===== src/mdg_pkg.sv =====
// package for the motor drive deadzone gate: fixed point constants,
// register codes and the item structs of both channels
// no dependencies
`timescale 1ns / 1ps

package mdg_pkg;

  localparam int FRAC_BITS = 14;
  localparam int ONE       = 1 << FRAC_BITS;
  localparam int LEVEL_W   = 16;
  localparam int MAG_W     = LEVEL_W + 1;
  localparam int DUTY_W    = FRAC_BITS + 1;
  localparam int DZ_W      = FRAC_BITS;
  localparam int CNT_W     = 32;
  localparam int CFG_W     = DUTY_W;
  localparam int CFG_IDX_W = 2;

  localparam logic [DUTY_W-1:0] ONE_Q    = DUTY_W'(ONE);
  localparam logic [DZ_W-1:0]   DZ_MAX   = DZ_W'(ONE / 2);
  localparam logic [DZ_W-1:0]   DZ_RESET = DZ_W'((ONE * 5 + 50) / 100);

  // serial divider step count
  localparam int DIV_CNT_W = $clog2(FRAC_BITS);
  localparam logic [DIV_CNT_W-1:0] DIV_LAST = DIV_CNT_W'(FRAC_BITS - 1);

  // register indexes
  localparam logic [CFG_IDX_W-1:0] CFG_DEADZONE     = 2'd0;
  localparam logic [CFG_IDX_W-1:0] CFG_DUTY_FLOOR   = 2'd1;
  localparam logic [CFG_IDX_W-1:0] CFG_DUTY_CEILING = 2'd2;

  // item kinds
  localparam logic KIND_UPDATE    = 1'b0;
  localparam logic KIND_FORCE_OFF = 1'b1;

  typedef struct packed {
    logic                      kind;
    logic signed [LEVEL_W-1:0] command_level;
    logic                      safety_good;
  } in_item_t;

  typedef struct packed {
    logic              motor_enable;
    logic              direction_positive;
    logic [DUTY_W-1:0] duty;
    logic              blocked;
    logic              stop_pulse;
    logic [CNT_W-1:0]  updates_seen;
    logic [CNT_W-1:0]  outputs_driven;
    logic [CNT_W-1:0]  safety_blocks;
  } out_item_t;

endpackage


===== src/mdg_div_serial.sv =====
// restoring divider, one quotient bit per cycle
// dividend is rem_init << FRAC_BITS with rem_init below divisor; uses mdg_pkg
`timescale 1ns / 1ps

module mdg_div_serial (
  input  logic                              clk,
  input  logic                              rst,
  input  logic                              start,
  input  logic [mdg_pkg::DUTY_W-1:0]        rem_init,
  input  logic [mdg_pkg::DUTY_W-1:0]        divisor,
  output logic                              done,
  output logic [mdg_pkg::FRAC_BITS-1:0]     quotient
);

  logic                             busy;
  logic [mdg_pkg::DIV_CNT_W-1:0]    step;
  logic [mdg_pkg::DUTY_W-1:0]       rem;
  logic [mdg_pkg::DUTY_W-1:0]       dvs;
  logic [mdg_pkg::DUTY_W:0]         shifted;
  logic                             fits;

  assign shifted = {rem, 1'b0};
  assign fits    = shifted >= {1'b0, dvs};

  always_ff @(posedge clk) begin
    if (rst) begin
      busy <= 1'b0;
      done <= 1'b0;
      step <= '0;
    end else begin
      done <= 1'b0;
      if (start) begin
        busy <= 1'b1;
        step <= '0;
        rem  <= rem_init;
        dvs  <= divisor;
      end else if (busy) begin
        // remainder stays below the divisor, so it fits back in DUTY_W bits
        rem      <= fits ? mdg_pkg::DUTY_W'(shifted - {1'b0, dvs})
                         : shifted[mdg_pkg::DUTY_W-1:0];
        quotient <= {quotient[mdg_pkg::FRAC_BITS-2:0], fits};
        step     <= step + 1'b1;
        if (step == mdg_pkg::DIV_LAST) begin
          busy <= 1'b0;
          done <= 1'b1;
        end
      end
    end
  end

endmodule


===== src/motor_drive_deadzone_gate.sv =====
// force-off, refused or in-deadzone items and remaps that saturate go from accept
// straight to S_FIN; remaps that divide pass through S_DIV while the serial
// divider runs its 14 steps, then S_FIN. one item at a time; the next item is taken
// the cycle after its predecessor's result is loaded, while that result waits.
// reset (synchronous, active high): direction flag clear, no output valid,
// counters zero, deadzone 819, duty floor 0, duty ceiling full scale.
`timescale 1ns / 1ps

module motor_drive_deadzone_gate (
  input  logic                              clk,
  input  logic                              rst,
  input  logic                              in_valid,
  output logic                              in_stall,
  input  mdg_pkg::in_item_t                 in_data,
  output logic                              out_valid,
  input  logic                              out_stall,
  output mdg_pkg::out_item_t                out_data,
  input  logic                              cfg_write,
  input  logic [mdg_pkg::CFG_IDX_W-1:0]     cfg_index,
  input  logic [mdg_pkg::CFG_W-1:0]         cfg_data
);

  typedef enum logic [1:0] {S_IDLE, S_DIV, S_FIN} state_t;

  state_t state;

  // configuration
  logic [mdg_pkg::DZ_W-1:0]   deadzone;
  logic [mdg_pkg::DUTY_W-1:0] duty_floor;
  logic [mdg_pkg::DUTY_W-1:0] duty_ceiling;

  // persistent drive state
  logic                      direction_flag;
  logic [mdg_pkg::CNT_W-1:0] update_counter;
  logic [mdg_pkg::CNT_W-1:0] drive_counter;
  logic [mdg_pkg::CNT_W-1:0] block_counter;

  // item held while it is worked on
  logic                        item_kind;
  logic                        item_safe;
  logic                        item_neg;
  logic [mdg_pkg::DUTY_W-1:0]  item_res;

  logic                                accept;
  logic [mdg_pkg::MAG_W-1:0]           raw;
  logic [mdg_pkg::MAG_W-1:0]           mag;
  logic [mdg_pkg::MAG_W-1:0]           over;
  logic [mdg_pkg::DUTY_W-1:0]          span;
  logic                                in_zone;
  logic                                saturates;
  logic                                div_start;
  logic                                div_done;
  logic [mdg_pkg::FRAC_BITS-1:0]       quotient;
  logic                                out_free;
  logic [mdg_pkg::DUTY_W-1:0]          duty_clamped;
  logic [mdg_pkg::DZ_W-1:0]            cfg_dz;
  logic [mdg_pkg::DUTY_W-1:0]          cfg_duty;
  logic                                dir_pos;
  mdg_pkg::out_item_t                  fin_item;

  assign in_stall = (state != S_IDLE);
  assign accept   = in_valid && !in_stall;
  assign out_free = !out_valid || !out_stall;

  // magnitude of the command, full negative gives 2**15
  assign raw  = {1'b0, in_data.command_level};
  assign mag  = raw[mdg_pkg::LEVEL_W-1]
                ? ({1'b1, {mdg_pkg::LEVEL_W{1'b0}}} - raw) : raw;
  assign over = mag - {{(mdg_pkg::MAG_W - mdg_pkg::DZ_W){1'b0}}, deadzone};
  assign span = mdg_pkg::ONE_Q - {1'b0, deadzone};
  assign in_zone = mag < {{(mdg_pkg::MAG_W - mdg_pkg::DZ_W){1'b0}}, deadzone};
  // quotient reaches one exactly when the excess reaches the span
  assign saturates = over >= {{(mdg_pkg::MAG_W - mdg_pkg::DUTY_W){1'b0}}, span};

  assign div_start = accept && (in_data.kind == mdg_pkg::KIND_UPDATE)
                     && in_data.safety_good && !in_zone && !saturates;

  mdg_div_serial u_div (
    .clk      (clk),
    .rst      (rst),
    .start    (div_start),
    .rem_init (over[mdg_pkg::DUTY_W-1:0]),
    .divisor  (span),
    .done     (div_done),
    .quotient (quotient)
  );

  // floor is checked first: below the floor gives the floor, else above the ceiling gives the ceiling
  always_comb begin
    if (item_res < duty_floor) begin
      duty_clamped = duty_floor;
    end else if (item_res > duty_ceiling) begin
      duty_clamped = duty_ceiling;
    end else begin
      duty_clamped = item_res;
    end
  end

  // a remap that truncates to zero counts as nonnegative
  assign dir_pos = !(item_neg && (item_res != '0));

  // result of the finishing item, also the next drive state
  always_comb begin
    fin_item                    = '0;
    fin_item.direction_positive = direction_flag;
    fin_item.blocked            = 1'b1;
    fin_item.updates_seen       = update_counter;
    fin_item.outputs_driven     = drive_counter;
    fin_item.safety_blocks      = block_counter;
    if (item_kind == mdg_pkg::KIND_FORCE_OFF) begin
      fin_item.direction_positive = 1'b0;
      fin_item.stop_pulse         = 1'b1;
    end else if (!item_safe) begin
      fin_item.updates_seen  = update_counter + 1'b1;
      fin_item.safety_blocks = block_counter + 1'b1;
    end else begin
      fin_item.motor_enable       = 1'b1;
      fin_item.direction_positive = dir_pos;
      fin_item.duty               = duty_clamped;
      fin_item.blocked            = 1'b0;
      fin_item.updates_seen       = update_counter + 1'b1;
      fin_item.outputs_driven     = drive_counter + 1'b1;
    end
  end

  assign cfg_dz   = (cfg_data[mdg_pkg::DZ_W-1:0] > mdg_pkg::DZ_MAX)
                    ? mdg_pkg::DZ_MAX : cfg_data[mdg_pkg::DZ_W-1:0];
  assign cfg_duty = (cfg_data > mdg_pkg::ONE_Q) ? mdg_pkg::ONE_Q : cfg_data;

  always_ff @(posedge clk) begin
    if (rst) begin
      deadzone     <= mdg_pkg::DZ_RESET;
      duty_floor   <= '0;
      duty_ceiling <= mdg_pkg::ONE_Q;
    end else if (cfg_write) begin
      unique case (cfg_index)
        mdg_pkg::CFG_DEADZONE:     deadzone     <= cfg_dz;
        mdg_pkg::CFG_DUTY_FLOOR:   duty_floor   <= cfg_duty;
        mdg_pkg::CFG_DUTY_CEILING: duty_ceiling <= cfg_duty;
        default: ;
      endcase
    end
  end

  always_ff @(posedge clk) begin
    if (rst) begin
      state          <= S_IDLE;
      out_valid      <= 1'b0;
      direction_flag <= 1'b0;
      update_counter <= '0;
      drive_counter  <= '0;
      block_counter  <= '0;
    end else begin
      out_valid <= ((state == S_FIN) && out_free) || (out_valid && out_stall);
      unique case (state)
        S_IDLE: begin
          if (accept) begin
            item_kind <= in_data.kind;
            item_safe <= in_data.safety_good;
            item_neg  <= in_data.command_level[mdg_pkg::LEVEL_W-1];
            item_res  <= in_zone ? '0 : mdg_pkg::ONE_Q;
            state     <= div_start ? S_DIV : S_FIN;
          end
        end
        S_DIV: begin
          if (div_done) begin
            item_res <= {1'b0, quotient};
            state    <= S_FIN;
          end
        end
        S_FIN: begin
          if (out_free) begin
            state          <= S_IDLE;
            out_data       <= fin_item;
            direction_flag <= fin_item.direction_positive;
            update_counter <= fin_item.updates_seen;
            drive_counter  <= fin_item.outputs_driven;
            block_counter  <= fin_item.safety_blocks;
          end
        end
        default: state <= S_IDLE;
      endcase
    end
  end

endmodule


===== config.mk =====
export PLATFORM = sky130hd
export DESIGN_NAME = motor_drive_deadzone_gate
export DESIGN_NICKNAME = d
export VERILOG_FILES = /design/src/mdg_pkg.sv /design/src/mdg_div_serial.sv /design/src/motor_drive_deadzone_gate.sv
export SDC_FILE = /design/constraint.sdc
export NUM_CORES = 1
export LEC_CHECK = 0
export BUFFER_PORTS_ARGS = -buffer_cell sky130_fd_sc_hd__buf_2
export CAP_MARGIN = 20
export CORE_UTILIZATION = 25
export CTS_BUF_LIST = sky130_fd_sc_hd__clkbuf_16
export DETAILED_ROUTE_END_ITERATION = 8
export GPL_TIMING_DRIVEN = 0
export HOLD_SLACK_MARGIN = 0.05
export SYNTH_ARGS = -nofsm -noshare
export SYNTH_HDL_FRONTEND = slang
export SYNTH_SLANG_ARGS = --single-unit

===== constraint.sdc =====
create_clock -name clk -period 17 [get_ports clk]
set_input_delay 2.55 -clock clk [delete_from_list [all_inputs] [get_ports clk]]
set_output_delay 2.55 -clock clk [all_outputs]
set_load 0.1 [all_outputs]

# Word-level counts from Yosys, hierarchy flattened
# Index checks and enable logic that the tools add are counted.
word_totals:
  out_inout_bits: 117
  input_bits: 40
  register_bits: 327
  wordCells: 118
classes:
  eq_ne: 8
  addsub: 8
  bitwise_logic: 5
  n_mux: 27
  reduce_logical: 36
  magnitude_cmp: 7
ops:
  columns: ["operator", "count"]
  rows:
  - ["2-to-1 mux 15 bit", 9]
  - ["adder 32 x 1 -> 32 bit, second input constant", 3]
  - ["2-to-1 mux 96 bit", 1]
  - ["2-to-1 mux 32 bit", 2]
  - ["case mux 15 bit (2 select lines)", 1]
  - ["2-to-1 mux 18 bit", 1]
  - [">= comparator 17 x 15 -> 1 bit", 1]
  - ["less-than comparator 17 x 14 -> 1 bit", 1]
  - ["2-to-1 mux 17 bit", 1]
  - ["subtractor 17 x 14 -> 17 bit", 1]
  - ["subtractor 17 x 16 -> 17 bit, first input constant", 1]
  - [">= comparator 16 x 15 -> 1 bit", 1]
  - ["greater-than comparator 15 bit", 1]
  - ["greater-than comparator 15 bit, second input constant", 1]
  - ["less-than comparator 15 bit", 1]
  - ["nonzero test 15 bit", 1]
  - ["subtractor 15 x 14 -> 15 bit, first input constant", 1]
  - ["subtractor 15 bit", 1]
  - ["greater-than comparator 14 bit, second input constant", 1]
  - ["2-to-1 mux 14 bit", 1]
  - ["AND reduction 2 bit", 6]
  - ["AND reduction 3 bit", 4]
  - ["logical AND 1 bit", 8]
  - ["2-to-1 mux 2 bit", 4]
  - ["other kinds (16)", 38]

# Depth between registers and ports, before layout
depth:
  word_depth: 10
  ltp_mapped: 22
  mapped_depth_nobuf: 21

# Hierarchy
# From an unflattened synthesis, not the netlist that was laid out.
hier_totals:
  hier_cells: 1747
  hier_area_um2: 17254.0
by_module_without_submodules:
  columns: ["mod", "instances", "cells_per_inst", "area_each_um2", "seq_area_each_um2"]
  rows:
  - ["motor_drive_deadzone_gate", 1, 1488, 14393.8, 6876.6]
  - ["mdg_div_serial", 1, 259, 2860.2, 1441.4]

# Least setup slack after synthesis
# No wires, ideal clock.
synth_timing:
  path_type: "input port to flip-flop"
  startpoint: "input out_stall"
  endpoint: "register out_data[0] (netlist bit) (enable)"
  setup_time_ps: 591
  required_ps: 16409
  path_stages: 5
  path_buffers: 2
  setup_slack_ps: 8525
  t_arrival_ps: 7885
  cell_sequence: "nand2_1 > nand2b_1 > clkbuf_1 > clkbuf_1 > nor2_1"
synth_via:
  elab_chain_cells: 3
synth_rtl:
  columns: ["item", "line_no", "source"]
  rows:
  - ["start, declared", "motor_drive_deadzone_gate.sv:16", "input logic out_stall,"]
  - ["zero test 1 bit", "motor_drive_deadzone_gate.sv:63", "assign out_free = !out_valid || !out_stall;"]
  - ["logical OR 1 bit", "motor_drive_deadzone_gate.sv:63", null]
  - ["AND reduction 3 bit (no source line)", null, null]
  - ["end signal, assigned", "motor_drive_deadzone_gate.sv:174", "out_data <= fin_item;"]
  - ["end, declared", "motor_drive_deadzone_gate.sv:17", "output mdg_pkg::out_item_t out_data,"]
# Every way passes these cells.
# A chain may end at the register's enable or synchronous reset.

# Worst setup path in the final report
layout_timing:
  startpoint: "input in_data[3] (netlist bit)"
  endpoint: "register u_div.dvs[1] (netlist bit) (enable)"
layout_via:
  elab_chain_cells: 7
  word_cells_on_any_way: 10
  classes_between: "add/sub: 2; order compare: 2; mux: 1; reduce/logical: 5"
layout_rtl:
  columns: ["item", "line_no", "source"]
  rows:
  - ["start, declared", "motor_drive_deadzone_gate.sv:14", "input mdg_pkg::in_item_t in_data,"]
  - ["subtractor 17 x 16 -> 17 bit", "motor_drive_deadzone_gate.sv:68", "? ({1'b1, {mdg_pkg::LEVEL_W{1'b0}}} - raw) : raw;"]
  - ["2-to-1 mux 17 bit (*)", "motor_drive_deadzone_gate.sv:68", null]
  - ["subtractor 17 x 14 -> 17 bit / less-than comparator 17 x 14 -> 1 bit (equally long branches)", "motor_drive_deadzone_gate.sv:69, motor_drive_deadzone_gate.sv:71", null]
  - [">= comparator 17 x 15 -> 1 bit / zero test 1 bit (equally long branches)", "motor_drive_deadzone_gate.sv:73, motor_drive_deadzone_gate.sv:76", null]
  - ["zero test 1 bit / logical AND 1 bit (equally long branches)", "motor_drive_deadzone_gate.sv:76", "&& in_data.safety_good && !in_zone && !saturates;"]
  - ["logical AND 1 bit (*)", "motor_drive_deadzone_gate.sv:76", null]
  - ["AND reduction 2 bit (no source line) (*)", null, null]
  - ["end signal, assigned", "mdg_div_serial.sv:36", "dvs <= divisor;"]
  - ["end, declared", "mdg_div_serial.sv:18", "logic [mdg_pkg::DUTY_W-1:0] dvs;"]
# Every way passes the cells marked *; elsewhere a longest branch is shown, timed or not.

==> flow_metrics.py <==
metrics = {
    "floorplan": {
        "core-area_sq_um": 65700,
        "start_util_pct": 25.3,
        "dieWidth_microns": 260,
        "die_h_microns": 260,
        "row_count": 94,
        "dieArea_sq_um": 67400,
        "io_pins": 157,
    },
    "hold_path": {
        "worst_hold_path_type": "flip-flop to flip-flop",
        "holdPathStages": 0,
        "worstHoldStart": "u_div.quotient[12]",
        "holdPathEnd": "u_div.quotient[13]",
    },
    "place": {
        "gp_congestion": 0.872,
        "hpwlAfterDp_mm": 33.9,
        "place.port_buffers": 155,
    },
    "timing": {
        "rsz0062_at_grt": "false",
        "hold_violations": 0,
        "finalCritPeriodShare_pct": 43.6,
        "setup_viol": 0,
        "max_slew_margin_pct": 30.2,
        "finalSetupTns_ns": 0,
        "period_minus_slack_ns": 7.42,
        "worst_pin_slew_ns": 1.05,
        "fin_hold_ws_ns": 0.441,
        "fmax_mhz": 135,
        "final_max_slew_viol_count": 0,
        "fin_skew_ns": 0.0170,
    },
    "global_routing": {
        "overflow": 0,
        "grt_pass1_wl_mm": 68.7,
        "grt_pass1_vias": 12415,
        "grt_antenna_before_repair": 1,
        "grt_max_degree": 36,
        "globalRouteTotalUtil_pct": 13.0,
    },
    "synth": {
        "async_reset_ff_share_pct": 0,
        "seq_area_frac_synth_pct": 50.1,
        "synthesis.nets": 1771,
        "synth_edf_count": 177,
        "synth_warnings": 0,
        "ys_ff_latch": 327,
        "synth.distinct_cells": 67,
        "synth_ff_type": "edfxtp_1",
        "synth_area_per_cell_sq_um": 10.1,
        "syn_area_sq_um": 16600,
        "syn_inst": 1649,
    },
    "clock_tree": {
        "clkTransAtPathRegs_ns": 0.06,
        "insertion_delay_ns": 0.54,
        "root_buffer": "clkbuf_16",
        "clockBufferDepth": 3,
        "ctsHoldBuffers": 0,
        "cts_tree": "done",
        "cts_setup_buffers": 0,
        "cts_resized": 0,
        "cts_sinks": 327,
        "cts_max_level": 2,
        "numCtsBuffers": 38,
    },
    "worst_setup_path": {
        "reg2reg_to": "u_div.dvs[1]",
        "cp.required_ns": 17.23,
        "crit_path_max_fanout": 12,
        "cp-end-kind": "flip-flop",
        "worst_setup_path_start_kind": "input pin",
        "path_buf_inv": 3,
        "crit_family": "compound AO/OA/AOI/OAI gates",
        "worst_path_largest_cell_delay_ns": 0.35,
        "cp_common_cell": "a21oi_1",
        "r2r_cells": 19,
        "cp_cell_sequence": "buf_2, nor3_1, nand3_1, or2_2, o21ai_0, xnor2_1, ha_1, or3_1, a21oi_1, o211ai_1, a21oi_1, o21ai_0, a21oi_1, xnor2_1, ha_1, and4_1, o21ai_0, a21oi_1, o2111ai_1, nand4b_4, a31oi_4, buf_4, nor2b_1, buf_4",
        "r2r-start": "deadzone[2]",
        "arrival_ns": 7.65,
        "worstSetupStartpoint": "in_data[3]",
        "rrSetupSlack_ns": 11.86,
        "slowest_stage": "a31oi_4",
        "critical_path_class": "input pin to flip-flop",
    },
    "outcome": {
        "status": "completed",
    },
    "pwr": {
        "p_leak_nw": 7.46,
        "ir_worst_vdd_mv": 0.0475,
        "powerDensity_nw_per_um2": 97.0,
    },
    "route": {
        "wl_per_cell_microns": 16.1,
        "vias_per_cell": 4.59,
        "first_iter_violations": 732,
        "routed_wl_mm": 44.0,
        "drc": 0,
        "vias": 12604,
        "ant_nets": 0,
        "first_pass_iters": 5,
    },
    "flow_run": {
        "maxCapViolations": 0,
    },
    "final_layout": {
        "area_growth_pct": 19.5,
        "drive_gt1_share_pct": 14.0,
        "nets": 1973,
        "n_antenna_cell": 0,
    },
}
placed cells by master (no fill, tap or decap), drive strengths merged, types with 28 or more instances in the layout:
cell type	n
nand3	65
xor2	97
xnor2	106
inv	101
o21ai	73
nor2	133
dfxtp	150
clkbuf	99
buf	166
and3	28
a21oi	132
nor3	31
or3	44
nand2	147
ha	80
edfxtp	177
cells in the mapped netlist, drive strengths merged (7+ instances only):
cell	number	share of area, %
nand3	65	2.0
inv	90	2.0
nor2	133	3.0
a21o	16	0.72
mux2	27	2.0
or3	44	1.7
nand2b	16	0.60
o21ai	73	2.2
nand2	147	3.3
nor4	10	0.38
xor2	97	5.1
nor2b	14	0.53
and2	23	0.87
ha	80	6.0
nand4	26	0.98
a21oi	132	4.0
dfxtp	150	18
a211o	7	0.37
and4	7	0.37
nor3	31	0.93
edfxtp	177	32
nor3b	8	0.36
clkbuf	61	1.4
xnor2	106	5.6
and3	28	1.1
where the power goes:
group,switching [mW],internal [mW],leakage [nW]
clock,0.334,0.486,0.629
combinational,0.175,0.0698,3.98
sequential,0.0110,0.849,2.84
sequential cells by signal, summed over array words and instances, names as in the netlist, 2 cells and up:
name and cells:
out_data 115, block_counter 32, drive_counter 32, update_counter 32, duty_ceiling 15, duty_floor 15, item_res 15, u_div.dvs 15
u_div.rem 15, deadzone 14, u_div.quotient 14, u_div.step 4, state 2
final cells by class:
| cell class | count | area [sq um] |
|---|---|---|
| Buffer | 65 | 262 |
| Clock inverter | 30 | 292 |
| Clock buffer | 38 | 951 |
| Sequential cell | 327 | 8320 |
| Fill cell | 6813 | 45900 |
| Timing Repair Buffer | 162 | 905 |
| Inverter | 90 | 338 |
| Multi-Input combinational cell | 1167 | 7700 |
| Tap cell | 864 | 1080 |
stage by stage:
stage	setup slack, ns	util (%)	cells	instance area, sq um	power (mW)
after floorplan	8.52	-	1649	16600	1.05
after global placement	5.71	28.1	2668	18500	1.12
after detailed placement	9.07	28.3	2674	18600	1.12
after CTS	9.63	30.2	2742	19800	1.96
after global routing	9.17	30.2	2743	19800	2.01
final	9.58	30.2	2743	19800	1.92
logic make-up after synthesis:
kind of cell             count (synthesis)  synth area share [%]
XOR/XNOR                               203                  10.7
multiplexers                            33                  2.35
AND/OR/NAND/NOR                        571                  17.1
buffers and inverters                  155                  3.61
AO/OA/AOI/OAI                          278                  9.86
adder cells (fa/ha/maj)                 82                  6.27
flip-flops                             327                  50.1
how the worst max path moves through the flow:
stage,to,slack (ns),cells after the start
after CTS,u_div.dvs[2],9.63,24
after floorplan,out_data[0],8.52,5
final,u_div.dvs[1],9.58,24
after detailed placement,u_div.dvs[2],9.07,24
after global routing,u_div.quotient[3],9.17,23
after global placement,out_data[14],5.71,6
per-layer routing:
| metal | vias to the layer above | wire [microns] | global-route usage, % |
|---|---|---|---|
| li1 | 6196 | - | - |
| met1 | 5999 | 20100 | 17.0 |
| met2 | 336 | 20000 | 21.1 |
| met3 | 73 | 2780 | 2.79 |
| met4 | 0 | 1200 | 4.10 |
| met5 | - | 0 | 0 |
No activity file was read; power rests on OpenSTA's default activity.
